$ cat src/hdl/rbsf_pkg.sv
// Shared types, constants and helpers for the RGBA 3x3 blur/sharpen filter.
// No dependencies; every other file but rbsf_ram imports this package.
`timescale 1ns / 1ps
`default_nettype none

package rbsf_pkg;

  localparam int MAX_WIDTH  = 1024;
  localparam int MAX_HEIGHT = 4096;

  localparam int COL_W = $clog2(MAX_WIDTH);  // column counter / line store address
  localparam int WID_W = 11;                 // width register
  localparam int HGT_W = 13;                 // height register, also row counters (h+1 max)
  localparam int PIX_W = 32;
  localparam int RCP_SHIFT = 16;             // reciprocal scale for divide by 1..9

  localparam logic ACT_PIXEL = 1'b0;
  localparam logic ACT_DRAIN = 1'b1;

  typedef enum logic [1:0] {
    REG_MODE   = 2'd0,
    REG_WIDTH  = 2'd1,
    REG_HEIGHT = 2'd2
  } reg_idx_e;

  typedef struct packed {
    logic       action;
    logic [7:0] red_in;
    logic [7:0] green_in;
    logic [7:0] blue_in;
    logic [7:0] alpha_in;
  } pix_in_t;

  typedef struct packed {
    logic [7:0] red_out;
    logic [7:0] green_out;
    logic [7:0] blue_out;
    logic [7:0] alpha_out;
    logic       frame_last;
  } pix_out_t;

  // neighborhood clipping and end-of-frame flag for one output pixel
  typedef struct packed {
    logic emit;
    logic top;
    logic bot;
    logic lft;
    logic rgt;
    logic last;
  } tag_t;

  typedef struct packed {
    logic              wr;
    logic [COL_W-1:0]  col;
    logic [PIX_W-1:0]  px;
    tag_t              tag;
  } ctl_t;

  typedef logic [8:0][PIX_W-1:0] win_t;

  // ceil(2^16 / n); exact truncating quotient for sums below 2296
  function automatic logic [RCP_SHIFT:0] recip(input logic [3:0] n);
    logic [RCP_SHIFT:0] r;
    case (n)
      4'd1:    r = 17'd65536;
      4'd2:    r = 17'd32768;
      4'd3:    r = 17'd21846;
      4'd4:    r = 17'd16384;
      4'd5:    r = 17'd13108;
      4'd6:    r = 17'd10923;
      4'd7:    r = 17'd9363;
      4'd8:    r = 17'd8192;
      4'd9:    r = 17'd7282;
      default: r = 17'd65536;
    endcase
    return r;
  endfunction

endpackage

`default_nettype wire

$ cat src/hdl/rbsf_ctrl.sv
// Config registers and raster position counters; decides per transaction
// whether it updates the line store and whether it produces an output.
// Depends on rbsf_pkg.
`timescale 1ns / 1ps
`default_nettype none

module rbsf_ctrl import rbsf_pkg::*; (
  input  wire logic             clk_i,
  input  wire logic             rst_ni,
  input  wire logic             cfg_we_i,
  input  wire logic [1:0]       cfg_addr_i,
  input  wire logic [HGT_W-1:0] cfg_wdata_i,
  input  wire logic             in_valid_i,
  input  wire pix_in_t          in_data_i,
  input  wire logic             adv_i,
  output logic                  iss_vld_o,
  output ctl_t                  iss_o,
  output logic                  mode_o
);

  logic             mode_q;
  logic [WID_W-1:0] width_q;
  logic [HGT_W-1:0] height_q;
  logic [COL_W-1:0] col_q, ocol_q;
  logic [HGT_W-1:0] row_q, orow_q;

  logic [WID_W-1:0] w_eff;
  logic [HGT_W-1:0] h_eff;
  logic             act, col0, emit, restart;
  logic [WID_W-1:0] col_inc, ocol_inc;
  logic             col_wrap, ocol_wrap;
  logic [HGT_W:0]   orow_inc;

  always_comb begin
    w_eff = width_q;
    if (width_q == '0) begin
      w_eff = WID_W'(1);
    end else if (width_q > WID_W'(MAX_WIDTH)) begin
      w_eff = WID_W'(MAX_WIDTH);
    end
    h_eff = height_q;
    if (height_q == '0) begin
      h_eff = HGT_W'(1);
    end else if (height_q > HGT_W'(MAX_HEIGHT)) begin
      h_eff = HGT_W'(MAX_HEIGHT);
    end
  end

  // pixels count only inside the frame, drains only after it
  assign act     = (in_data_i.action == ACT_DRAIN) ? (row_q >= h_eff) : (row_q < h_eff);
  assign col0    = (col_q == '0);
  assign emit    = col0 ? (row_q >= HGT_W'(2)) : (row_q != '0);
  assign restart = col0 && (row_q > h_eff);

  assign col_inc   = {1'b0, col_q} + WID_W'(1);
  assign col_wrap  = (col_inc >= w_eff);
  assign ocol_inc  = {1'b0, ocol_q} + WID_W'(1);
  assign ocol_wrap = (ocol_inc >= w_eff);
  assign orow_inc  = {1'b0, orow_q} + (HGT_W+1)'(1);

  always_comb begin
    iss_o.wr       = !restart;
    iss_o.col      = col_q;
    iss_o.px       = {in_data_i.alpha_in, in_data_i.blue_in,
                      in_data_i.green_in, in_data_i.red_in};
    iss_o.tag.emit = emit;
    iss_o.tag.top  = (orow_q != '0);
    iss_o.tag.bot  = (orow_inc < {1'b0, h_eff});
    iss_o.tag.lft  = (ocol_q != '0);
    iss_o.tag.rgt  = !ocol_wrap;
    iss_o.tag.last = (orow_inc == {1'b0, h_eff}) && ocol_wrap;
  end

  assign iss_vld_o = in_valid_i && adv_i && act;
  assign mode_o    = mode_q;

  always_ff @(posedge clk_i or negedge rst_ni) begin
    if (!rst_ni) begin
      mode_q   <= 1'b0;
      width_q  <= WID_W'(640);
      height_q <= HGT_W'(480);
      col_q    <= '0;
      row_q    <= '0;
      ocol_q   <= '0;
      orow_q   <= '0;
    end else if (cfg_we_i) begin
      case (cfg_addr_i)
        REG_MODE: begin
          mode_q <= cfg_wdata_i[0];
        end
        REG_WIDTH: begin
          width_q <= cfg_wdata_i[WID_W-1:0];
          col_q   <= '0;
          row_q   <= '0;
          ocol_q  <= '0;
          orow_q  <= '0;
        end
        REG_HEIGHT: begin
          height_q <= cfg_wdata_i;
          col_q    <= '0;
          row_q    <= '0;
          ocol_q   <= '0;
          orow_q   <= '0;
        end
        default: begin
        end
      endcase
    end else if (iss_vld_o) begin
      if (restart) begin
        col_q  <= '0;
        row_q  <= '0;
        ocol_q <= '0;
        orow_q <= '0;
      end else begin
        if (col_wrap) begin
          col_q <= '0;
          row_q <= row_q + HGT_W'(1);
        end else begin
          col_q <= col_inc[COL_W-1:0];
        end
        if (emit) begin
          if (ocol_wrap) begin
            ocol_q <= '0;
            orow_q <= orow_inc[HGT_W-1:0];
          end else begin
            ocol_q <= ocol_inc[COL_W-1:0];
          end
        end
      end
    end
  end

endmodule

`default_nettype wire

$ cat config.mk
export PLATFORM = sky130hd
export DESIGN_NAME = rbsf_ctrl
export DESIGN_NICKNAME = d
export VERILOG_FILES = /design/src/hdl/rbsf_pkg.sv /design/src/hdl/rbsf_ctrl.sv
export SDC_FILE = /design/constraint.sdc
export NUM_CORES = 1
export LEC_CHECK = 0
export ABC_AREA = 1
export BUFFER_PORTS_ARGS = -buffer_cell sky130_fd_sc_hd__buf_2
export CORE_MARGIN = 2
export CORE_UTILIZATION = 53
export DETAILED_ROUTE_END_ITERATION = 10
export PLACE_DENSITY = 0.76
export SLEW_MARGIN = 25
export SYNTH_ARGS = -nofsm -noshare
export SYNTH_HDL_FRONTEND = slang
export SYNTH_SLANG_ARGS = --single-unit
$ cat constraint.sdc
create_clock -name clk_i -period 3.95 [get_ports clk_i]
set_input_delay 0.79 -clock clk_i [delete_from_list [all_inputs] [get_ports clk_i]]
set_output_delay 0.79 -clock clk_i [all_outputs]
set_load 0.005 [all_outputs]
==> flow_summary.toml <==
[synth]
yosys.area.top_type = "dfrtp_1"
synth.top_cell.area_share_pct = 28.2
syn-instance-count = 817
yosysSeqAreaShare_pct = 30.9
syn_avg_cell_area_um2 = 7.06
ys_types = 36
syn_nets = 930
ys_ff_latch = 71
yosysWarnings = 0
syn_area_mm2 = 0.00577
ys_top_cells_by_area = "dfrtp_1 28%, nand2_1 15%, ha_1 13%"

[global_routing]
use_met1_pct = 33.3
grt_max_degree = 72
met3_usage_pct = 4.70
grt_pass1_vias = 4487
grt_antenna_before_repair = 0
met2_usage_pct = 34.0
grt_pass1_wl_mm = 21.2
grt.total_usage_pct = 23.0
busiest_layer = "met2"
grt-ovfl-total = 0

[floorplanning]
core.rowCount = 38
start_util_pct = 53.7
dieArea_mm2 = 0.0117
coreArea_mm2 = 0.0107
io-pin-count = 104
die_w_um = 108
die_y_um = 108

[cts]
cts_tree = "built"
cts-hold-fix-buffers = 0
cts-root-buf = "clkbuf_8"
path_clk_slew_ps = 80
insertion_delay_ps = 370
post-cts-setup-buffers = 0
cts_resized = 0
max-clock-path-buffers = 2
htree_levels = 3
numClockSinks = 71
cts_buffers = 9

[worst_setup_path]
startpoint_type = "flop"
crit_type = "flop to output port"
endpoint_kind = "output port"
rrSetupSlack_ps = 650
path_max_fanout = 7
worstPathRequired_ps = 3160
arrival_ps = 2930

[final_layout]
nets = 929
layout_commonest_cell = "nand2_1"
num_antenna_cells = 0
drive_gt1_share_pct = 10.7
fill_cells = 1049
syn_to_final_growth_pct = 5.27
final_cells = 961
multiInputGateArea_mm2 = 0.00322
layout_common_cells = "227 x nand2_1, 97 x inv_1, 81 x nand3_1"
seq_area_mm2 = 0.00179

[timing]
slew_headroom_pct = 58.1
clock_skew_ps = 9.52
max_freq_mhz = 269
drv_slew = 0
min_period_ps = 3720
finalSetupViolations = 0
tns_ps = 0
rsz0062_at_grt = "false"
hold_viol = 0
fin_crit_sh_pct = 94.1
worst_pin_slew_ps = 627

[detailed_routing]
num_vias = 5008
drcViolationCount = 0
vias_per_cell = 5.21
drtAntennaViolNets = 0
drt_first_pass_iters = 6
finalWirelength_mm = 12.7
wl_per_cell_um = 13.2
drt_iter0_drc = 336

[place]
gp_congestion = 0.884
io_buffers = 39
dp.cells = 945
dpl.hpwl_mm = 9.71

[power]
p_switching_mw = 1.00
vdd_ir_drop_max_mv = 0.246
p_per_area_mw_per_mm2 = 436
power_frac_clock_pct = 29.7
power_frac_seq_pct = 35.0
combPwrFrac_pct = 35.3
p_sw_share_pct = 37.8
cellLeakagePower_nw = 3.36
report.power.total_mw = 2.65
p_int_mw = 1.65

[min_path]
hp-class = "input pin to async pin"

[run_status]
status = "completed"

[job]
drv_cap = 0
layout make-up:
class                           instances  share of cell area (%)
Tap cell                              140                    2.89
Timing Repair Buffer                   42                    3.79
Clock inverter                          7                    2.39
Multi-Input combinational cell        588                    53.0
Inverter                              104                    6.47
Clock buffer                            9                    2.04
Sequential cell                        71                    29.4
power groups by stage:
stage	sequential [mW]	combinational, mW	clock, mW
finish	0.928	0.934	0.786
global route	0.943	1.08	0.827
CTS	0.924	0.932	0.796
detailed placement	0.937	0.927	0
global placement	0.936	0.916	0
floorplan	0.906	0.744	0
registers in the layout, summed over array words and instances, names as in the netlist:
| signal | flops |
|---|---|
| height_q | 13 |
| orow_q | 13 |
| row_q | 13 |
| width_q | 11 |
| col_q | 10 |
| ocol_q | 10 |
| mode_o | 1 |
worst max-delay path: stages (launching register included):
cell,delay (ps)
dfrtp_2,430
ha_1,210
nand2_1,60
nor2_1,210
nand4_1,150
nor2_1,120
nand2_1,70
nand2_1,80
inv_1,50
ha_1,310
a21oi_1,170
o21a_1,130
nand3_1,80
nor2_2,280
nor4_2,80
buf_2,130
synthesized netlist by cell type, drive strengths merged:
cell type  number
nand2         235
clkbuf          8
or2             1
mux2            1
nor2           77
ha             60
o21bai          2
nand4          12
dfstp           6
a21oi          25
nor3b           1
dfrtp          65
o221ai          1
o211ai          1
clkinv          1
nor4           11
inv           103
nand3b          1
a31oi           3
xor2           20
o21ai          33
and2            1
nor3           15
nand3          81
o21a            2
xnor2           5
buf            46
worst paths after layout:
path / cells after the start / startpoint / to
hold reg to reg: 2 / ocol_q[1]$_DFFE_PN0P_ / ocol_q[1]$_DFFE_PN0P_
hold / removal: 2 / rst_ni / col_q[2]$_DFFE_PN0P_
min in group clk_i: 2 / ocol_q[1]$_DFFE_PN0P_ / ocol_q[1]$_DFFE_PN0P_
setup reg to reg: 19 / height_q[4]$_DFFE_PN0P_ / ocol_q[3]$_DFFE_PN0P_
setup / recovery: 15 / ocol_q[0]$_DFFE_PN0P_ / iss_o[0]
max in group asynchronous: 2 / rst_ni / height_q[5]$_DFFE_PN1P_
logic make-up (layout without fill, tap and decap cells):
family                     count (synthesis)  count (layout)  share of synthesized area (%)
AOI/OAI and AO/OA                         67              67                           6.36
buffers and inverters                    158             162                           13.4
DFF                                       71              71                           30.9
xor gates and xnor gates                  25              25                           3.80
muxes                                      1               1                          0.195
and+or+nand+nor                          435             435                           32.3
adders and majority gates                 60              60                           13.0
per-stage QoR:
stage               instance area [um^2]  hold slack, ps  utilization, %  setup slack (ps)
floorplan                           5770             467               -               949
global placement                    5790             489            53.9               583
detailed placement                  5790             493            53.9               559
CTS                                 6060             445            56.4               140
global route                        6070             471            56.5              6.70
finish                              6070             412            56.5               234
metal layers:
metal	share of wire, %	wire length (um)	vias up
met4	2.3	292	0
li1	-	-	2589
met2	41	5260	137
met1	50	6340	2255
met3	6.3	798	27
met5	0	0	-
Note: power is estimated with default switching activity, not from simulation.
