$ cat src/hdl/rbsf_pkg.sv
// Shared types, constants and helpers for the RGBA 3x3 blur/sharpen filter.
// No dependencies; every other file but rbsf_ram imports this package.
`timescale 1ns / 1ps
`default_nettype none

package rbsf_pkg;

  localparam int MAX_WIDTH  = 1024;
  localparam int MAX_HEIGHT = 4096;

  localparam int COL_W = $clog2(MAX_WIDTH);  // column counter / line store address
  localparam int WID_W = 11;                 // width register
  localparam int HGT_W = 13;                 // height register, also row counters (h+1 max)
  localparam int PIX_W = 32;
  localparam int RCP_SHIFT = 16;             // reciprocal scale for divide by 1..9

  localparam logic ACT_PIXEL = 1'b0;
  localparam logic ACT_DRAIN = 1'b1;

  typedef enum logic [1:0] {
    REG_MODE   = 2'd0,
    REG_WIDTH  = 2'd1,
    REG_HEIGHT = 2'd2
  } reg_idx_e;

  typedef struct packed {
    logic       action;
    logic [7:0] red_in;
    logic [7:0] green_in;
    logic [7:0] blue_in;
    logic [7:0] alpha_in;
  } pix_in_t;

  typedef struct packed {
    logic [7:0] red_out;
    logic [7:0] green_out;
    logic [7:0] blue_out;
    logic [7:0] alpha_out;
    logic       frame_last;
  } pix_out_t;

  // neighborhood clipping and end-of-frame flag for one output pixel
  typedef struct packed {
    logic emit;
    logic top;
    logic bot;
    logic lft;
    logic rgt;
    logic last;
  } tag_t;

  typedef struct packed {
    logic              wr;
    logic [COL_W-1:0]  col;
    logic [PIX_W-1:0]  px;
    tag_t              tag;
  } ctl_t;

  typedef logic [8:0][PIX_W-1:0] win_t;

  // ceil(2^16 / n); exact truncating quotient for sums below 2296
  function automatic logic [RCP_SHIFT:0] recip(input logic [3:0] n);
    logic [RCP_SHIFT:0] r;
    case (n)
      4'd1:    r = 17'd65536;
      4'd2:    r = 17'd32768;
      4'd3:    r = 17'd21846;
      4'd4:    r = 17'd16384;
      4'd5:    r = 17'd13108;
      4'd6:    r = 17'd10923;
      4'd7:    r = 17'd9363;
      4'd8:    r = 17'd8192;
      4'd9:    r = 17'd7282;
      default: r = 17'd65536;
    endcase
    return r;
  endfunction

endpackage

`default_nettype wire

$ cat src/hdl/rbsf_arith.sv
// Clipped 3x3 sum, divide by neighbor count, blur/sharpen select, output
// register. Three stages. Depends on rbsf_pkg.
`timescale 1ns / 1ps
`default_nettype none

module rbsf_arith import rbsf_pkg::*; (
  input  wire logic clk_i,
  input  wire logic rst_ni,
  input  wire logic adv_i,
  input  wire logic mode_i,
  input  wire logic vld_i,
  input  wire win_t win_i,
  input  wire tag_t tag_i,
  output logic      out_vld_o,
  output pix_out_t  out_o
);

  localparam int PRD_W = 12 + RCP_SHIFT + 1;

  // stage A: row sums with column clipping
  logic [3:0][2:0][9:0] rs_d, rs_q;
  logic [3:0][7:0]      cen_a_q, cen_b_q;
  logic [3:0]           n_d, n_q;
  logic [1:0]           ncol, nrow;
  logic                 top_q, bot_q, last_a_q, last_b_q;
  logic                 vld_a_q, vld_b_q, out_vld_q;
  // stage B: total and reciprocal product
  logic [3:0][PRD_W-1:0] prd_d, prd_q;
  logic [11:0]           tot;
  logic [RCP_SHIFT:0]    rcp;
  // output stage
  logic [3:0][7:0]       res;
  logic [7:0]            avg;
  logic [9:0]            sv;
  pix_out_t              out_q;

  always_comb begin
    for (int ch = 0; ch < 4; ch++) begin
      for (int i = 0; i < 3; i++) begin
        rs_d[ch][i] = 10'(win_i[i*3+1][8*ch +: 8])
                    + (tag_i.lft ? 10'(win_i[i*3][8*ch +: 8]) : 10'd0)
                    + (tag_i.rgt ? 10'(win_i[i*3+2][8*ch +: 8]) : 10'd0);
      end
    end
    ncol = 2'd1 + 2'(tag_i.lft) + 2'(tag_i.rgt);
    nrow = 2'd1 + 2'(tag_i.top) + 2'(tag_i.bot);
    n_d  = {2'b00, ncol} * {2'b00, nrow};
  end

  always_comb begin
    rcp = recip(n_q);
    for (int ch = 0; ch < 4; ch++) begin
      tot = 12'(rs_q[ch][1])
          + (top_q ? 12'(rs_q[ch][0]) : 12'd0)
          + (bot_q ? 12'(rs_q[ch][2]) : 12'd0);
      prd_d[ch] = PRD_W'(tot) * PRD_W'(rcp);
    end
  end

  always_comb begin
    for (int ch = 0; ch < 4; ch++) begin
      avg = prd_q[ch][RCP_SHIFT +: 8];
      sv  = {1'b0, cen_b_q[ch], 1'b0} - {2'b00, avg};
      if (!mode_i) begin
        res[ch] = avg;
      end else if (sv[9]) begin
        res[ch] = 8'd0;
      end else if (sv[8]) begin
        res[ch] = 8'd255;
      end else begin
        res[ch] = sv[7:0];
      end
    end
  end

  always_ff @(posedge clk_i or negedge rst_ni) begin
    if (!rst_ni) begin
      vld_a_q   <= 1'b0;
      vld_b_q   <= 1'b0;
      out_vld_q <= 1'b0;
    end else if (adv_i) begin
      vld_a_q   <= vld_i;
      vld_b_q   <= vld_a_q;
      out_vld_q <= vld_b_q;
    end
  end

  always_ff @(posedge clk_i) begin
    if (adv_i) begin
      rs_q     <= rs_d;
      n_q      <= n_d;
      top_q    <= tag_i.top;
      bot_q    <= tag_i.bot;
      last_a_q <= tag_i.last;
      for (int ch = 0; ch < 4; ch++) begin
        cen_a_q[ch] <= win_i[4][8*ch +: 8];
      end
      prd_q    <= prd_d;
      cen_b_q  <= cen_a_q;
      last_b_q <= last_a_q;
      out_q.red_out    <= res[0];
      out_q.green_out  <= res[1];
      out_q.blue_out   <= res[2];
      out_q.alpha_out  <= res[3];
      out_q.frame_last <= last_b_q;
    end
  end

  assign out_vld_o = out_vld_q;
  assign out_o     = out_q;

endmodule

`default_nettype wire

$ cat config.mk
export PLATFORM = sky130hd
export DESIGN_NAME = rbsf_arith
export DESIGN_NICKNAME = d
export VERILOG_FILES = /design/src/hdl/rbsf_pkg.sv /design/src/hdl/rbsf_arith.sv
export SDC_FILE = /design/constraint.sdc
export NUM_CORES = 2
export LEC_CHECK = 0
export BUFFER_PORTS_ARGS = -buffer_cell sky130_fd_sc_hd__buf_2
export CAP_MARGIN = 30
export CORE_AREA = 2 2 275 277
export CTS_BUF_LIST = sky130_fd_sc_hd__clkbuf_16
export CTS_CLUSTER_DIAMETER = 200
export DETAILED_ROUTE_END_ITERATION = 8
export DIE_AREA = 0 0 277 279
export GPL_ROUTABILITY_DRIVEN = 0
export PLACE_DENSITY_LB_ADDON = 0.2
export SLEW_MARGIN = 20
export SYNTH_ARGS = -nofsm -noshare
export SYNTH_HDL_FRONTEND = slang
export SYNTH_SLANG_ARGS = --single-unit
$ cat constraint.sdc
create_clock -name clk_i -period 11.07 [get_ports clk_i]
set_input_delay 1.107 -clock clk_i [delete_from_list [all_inputs] [get_ports clk_i]]
set_output_delay 1.107 -clock clk_i [all_outputs]
set_load 0.03 [all_outputs]
==> impl_summary.log <==
[metrics] outcome: finished clean
[metrics] count of final setup violators: 0
[metrics] Die Outline Area: approximately 77000 µm²
[metrics] RSZ-0062 raised after global routing: no
[metrics] first-pass GRT wire length: 152 mm
[metrics] share of flip-flops with an asynchronous set or reset after synthesis: 0.0109
[metrics] height of the chip: ~280 µm
[metrics] source of the critical timing path: top_q$_DFFE_PP_
[metrics] launching element type of the critical path: flop
[metrics] Critical path buffers and inverters: 5
[metrics] last element of the critical path: prd_q[81]$_DFFE_PP_
[metrics] Vias/cell: roughly 5.2
[metrics] Syn Std Cell Area: 40700 µm²
[metrics] remaining global-route overflow: 0
[metrics] clock buffers created by TritonCTS: 30
[metrics] element type at the critical path end: flop
[metrics] cell type with the largest total area after synthesis: fa_1
[metrics] Required @ worst endpoint: 11400 ps
[metrics] HPWL reported at the end of detailed placement: 72.0 mm
[metrics] path type of the worst min-delay path: input port to async pin
[metrics] slack of the worst reg-to-reg path: 2210 ps
[metrics] drt initial violations: 1482
[metrics] M1 GR Usage: 0.344
[metrics] flip-flop and latch count after synthesis: around 280
[metrics] most numerous cell on the critical path: fa_1
[metrics] critical-path cell with the highest stage delay: o41ai_1
[metrics] Setup Buffers After CTS: 0
[metrics] CTS tree: done
[metrics] Crit path largest cell delay: 610 ps
[metrics] signed area change from the synthesized netlist to the final layout: 9.47%
[metrics] vias in the first global route: approximately 30k
[metrics] Worst Path Arrival: 9190 ps
[metrics] Final Hold Violating Endpoints: 0
[metrics] Crit path max-delay family: adder cells
[metrics] number of top-level pins: 333
[metrics] met3 demand-to-capacity share in global routing: 0.0274
[metrics] H-tree depth: 1
[metrics] top post-synthesis cells by area: fa_1 35%, edfxtp_1 19%, ha_1 10%
[metrics] most numerous cell in the Yosys netlist: inv_1
[metrics] routed via count: approximately 28k
[metrics] placeable core area: ~74000 µm²
[metrics] global route hottest layer: met2
[metrics] number of enable-type register cells in the synthesized netlist: 257
[metrics] clock root buffer: clkbuf_16
[metrics] Resize count post-CTS: 0
[metrics] Yosys Warn Count: 0
[metrics] number of buffers inserted by hold repair at cts: 0
[metrics] fraction of the cycle the final worst path needs: 0.800
[metrics] layout cells sized above 1: 0.106
[metrics] Crit Reg-Reg Startpoint: top_q$_DFFE_PP_
[metrics] DRC violation count after routing: 0
[metrics] Setup TNS Final: 0 ps
[metrics] fin. max-slew vios: 0
[metrics] type of the worst setup path: flop to flop
[metrics] Overall Global Routing Usage: 0.244
[metrics] area share of the leading cell type in the synthesized netlist: 0.354
[metrics] Port Buffer Count: between 300 and 400
[metrics] total of max-cap violations: 0
[metrics] number of rows created at floorplan: 100
[metrics] destination of the worst register-to-register timing path: prd_q[81]$_DFFE_PP_
[metrics] count of antenna-violating nets left after detailed routing: 0
[metrics] DRT Pass-1 Iters: 5
[metrics] Clock Skews: 25.5 ps
[metrics] Rel. slew slack: 0.352
[metrics] main flop type after synthesis: edfxtp_1
[metrics] largest fanout of any net on the critical path: 17
[metrics] cells on worst reg2reg path: 31
[metrics] die boundary width: 277 µm
[metrics] number of antenna violations at the first check in global routing: 5
[metrics] number of distinct standard cells referenced by the synthesized netlist: 65
[metrics] Initial Utilization: 0.549
[metrics] most common library cells after synthesis: 934 x inv_1, 720 x fa_1, 499 x nand2_1, 439 x and2_1, 324 x ha_1
[metrics] total routed wirelength: 90.1 mm
[metrics] met2 global-route usage: 0.411
[metrics] layout net count: just under 6k
[metrics] time the worst path needs with I/O delays and setup: 8860 ps
[metrics] clock edge transition at the registers on the reported setup and hold paths: 70 ps
[metrics] Sinks on Clock Net: 275
[metrics] number of cells on the critical path: 31
[metrics] largest net degree at the start of global routing: 81
[metrics] maximum clock insertion buffer count: 3
[metrics] transition time of the tightest slew-check pin: slightly below 1000 ps
[metrics] fraction of the yosys area taken by sequential cells: 0.199
[metrics] mean instance size in the synthesized netlist: 9.81 µm²
[metrics] number of cells produced by synthesis: 4147
[metrics] maximum clock rate: 113 MHz
[metrics] Post-Synthesis Net Count: 5490
[metrics] drt wl/cell: 16.6 µm
[metrics] Clock Latency Late Sink: 590 ps
[logic make-up (layout without fill, tap and decap cells)]
group,count (synthesis),count (layout),synth area share
compound gates,375,375,0.0586
xor+xnor,167,167,0.0383
fa+ha+maj,1044,1044,0.454
buf+inv,1085,1385,0.100
flops,275,275,0.199
mux,9,9,0.00237
other cells,0,4,0
simple gates,1192,1192,0.148
[per-stage QoR]
stage	worst slack, ps	utilization	cell area [µm²]	cells	hold WS (ps)
finish	2210	0.601	44500	5420	323
global route	1710	0.601	44500	5420	306
CTS	1800	0.600	44500	5412	297
detailed placement	1880	0.587	43500	5356	405
global placement	2110	0.587	43500	5356	401
floorplan	3230	-	40700	4147	400
[worst min path at each step]
stage                          start               endpoint  slack (ps)  cells after the start
3_5_place_dp   cen_a_q[11]$_DFFE_PP_  cen_b_q[11]$_DFFE_PP_         400                      0
4_1_cts                       rst_ni  out_vld_o$_DFFE_PN0P_         300                      1
3_3_place_gp    cen_a_q[0]$_DFFE_PP_   cen_b_q[0]$_DFFE_PP_         400                      0
6_report                      rst_ni  out_vld_o$_DFFE_PN0P_         320                      1
5_1_grt                       rst_ni  out_vld_o$_DFFE_PN0P_         310                      1
2_1_floorplan   cen_a_q[0]$_DFFE_PP_   cen_b_q[0]$_DFFE_PP_         400                      0
[flip-flops by register name, indices dropped and copies added, names as in the netlist, 4 cells and up]
name / flops
avg: 8
rcp: 15
cen_b_q: 32
n_q: 4
out_o: 33
cen_a_q: 32
prd_q: 24
rs_q: 120
[placed cells by master, fill, tap and decap left out, drive strengths merged, types with 5 or more instances in the layout]
master and n:
inv 941, fa 720, nand2 499, and2 439, buf 394, ha 324
edfxtp 257, xnor2 119, a21oi 113, o21ai 84, nor2 76, nand2b 60
xor2 41, nor2b 40, nor3 35, clkbuf 32, o22ai 31, o21bai 31
a21o 24, a21boi 22, o21a 21, dfxtp 15, clkinv 13, or3 9
nand3 8, nor3b 8, xnor3 7, o31ai 7, a211oi 5, mux2 5
or2 5, a31oi 5
[metal layers]
layer	vias to the layer above	routed length, µm
li1	13176	-
met1	13987	40100
met2	723	43700
met3	93	4740
met4	0	1560
met5	-	0
[cell type report]
class                   count  area, µm²
well taps                 969       1210
fillers                  6313      29500
inverters                 934       3510
repair buffers            395       2180
clock inverters            25        190
clock buffers              31        776
flip-flops and latches    275       8090
multi-input cells        2787      28600
diodes                      4       10.0
Power is not shown: default switching activity piles up to over one toggle a cycle in this logic, so the estimate is an artifact.
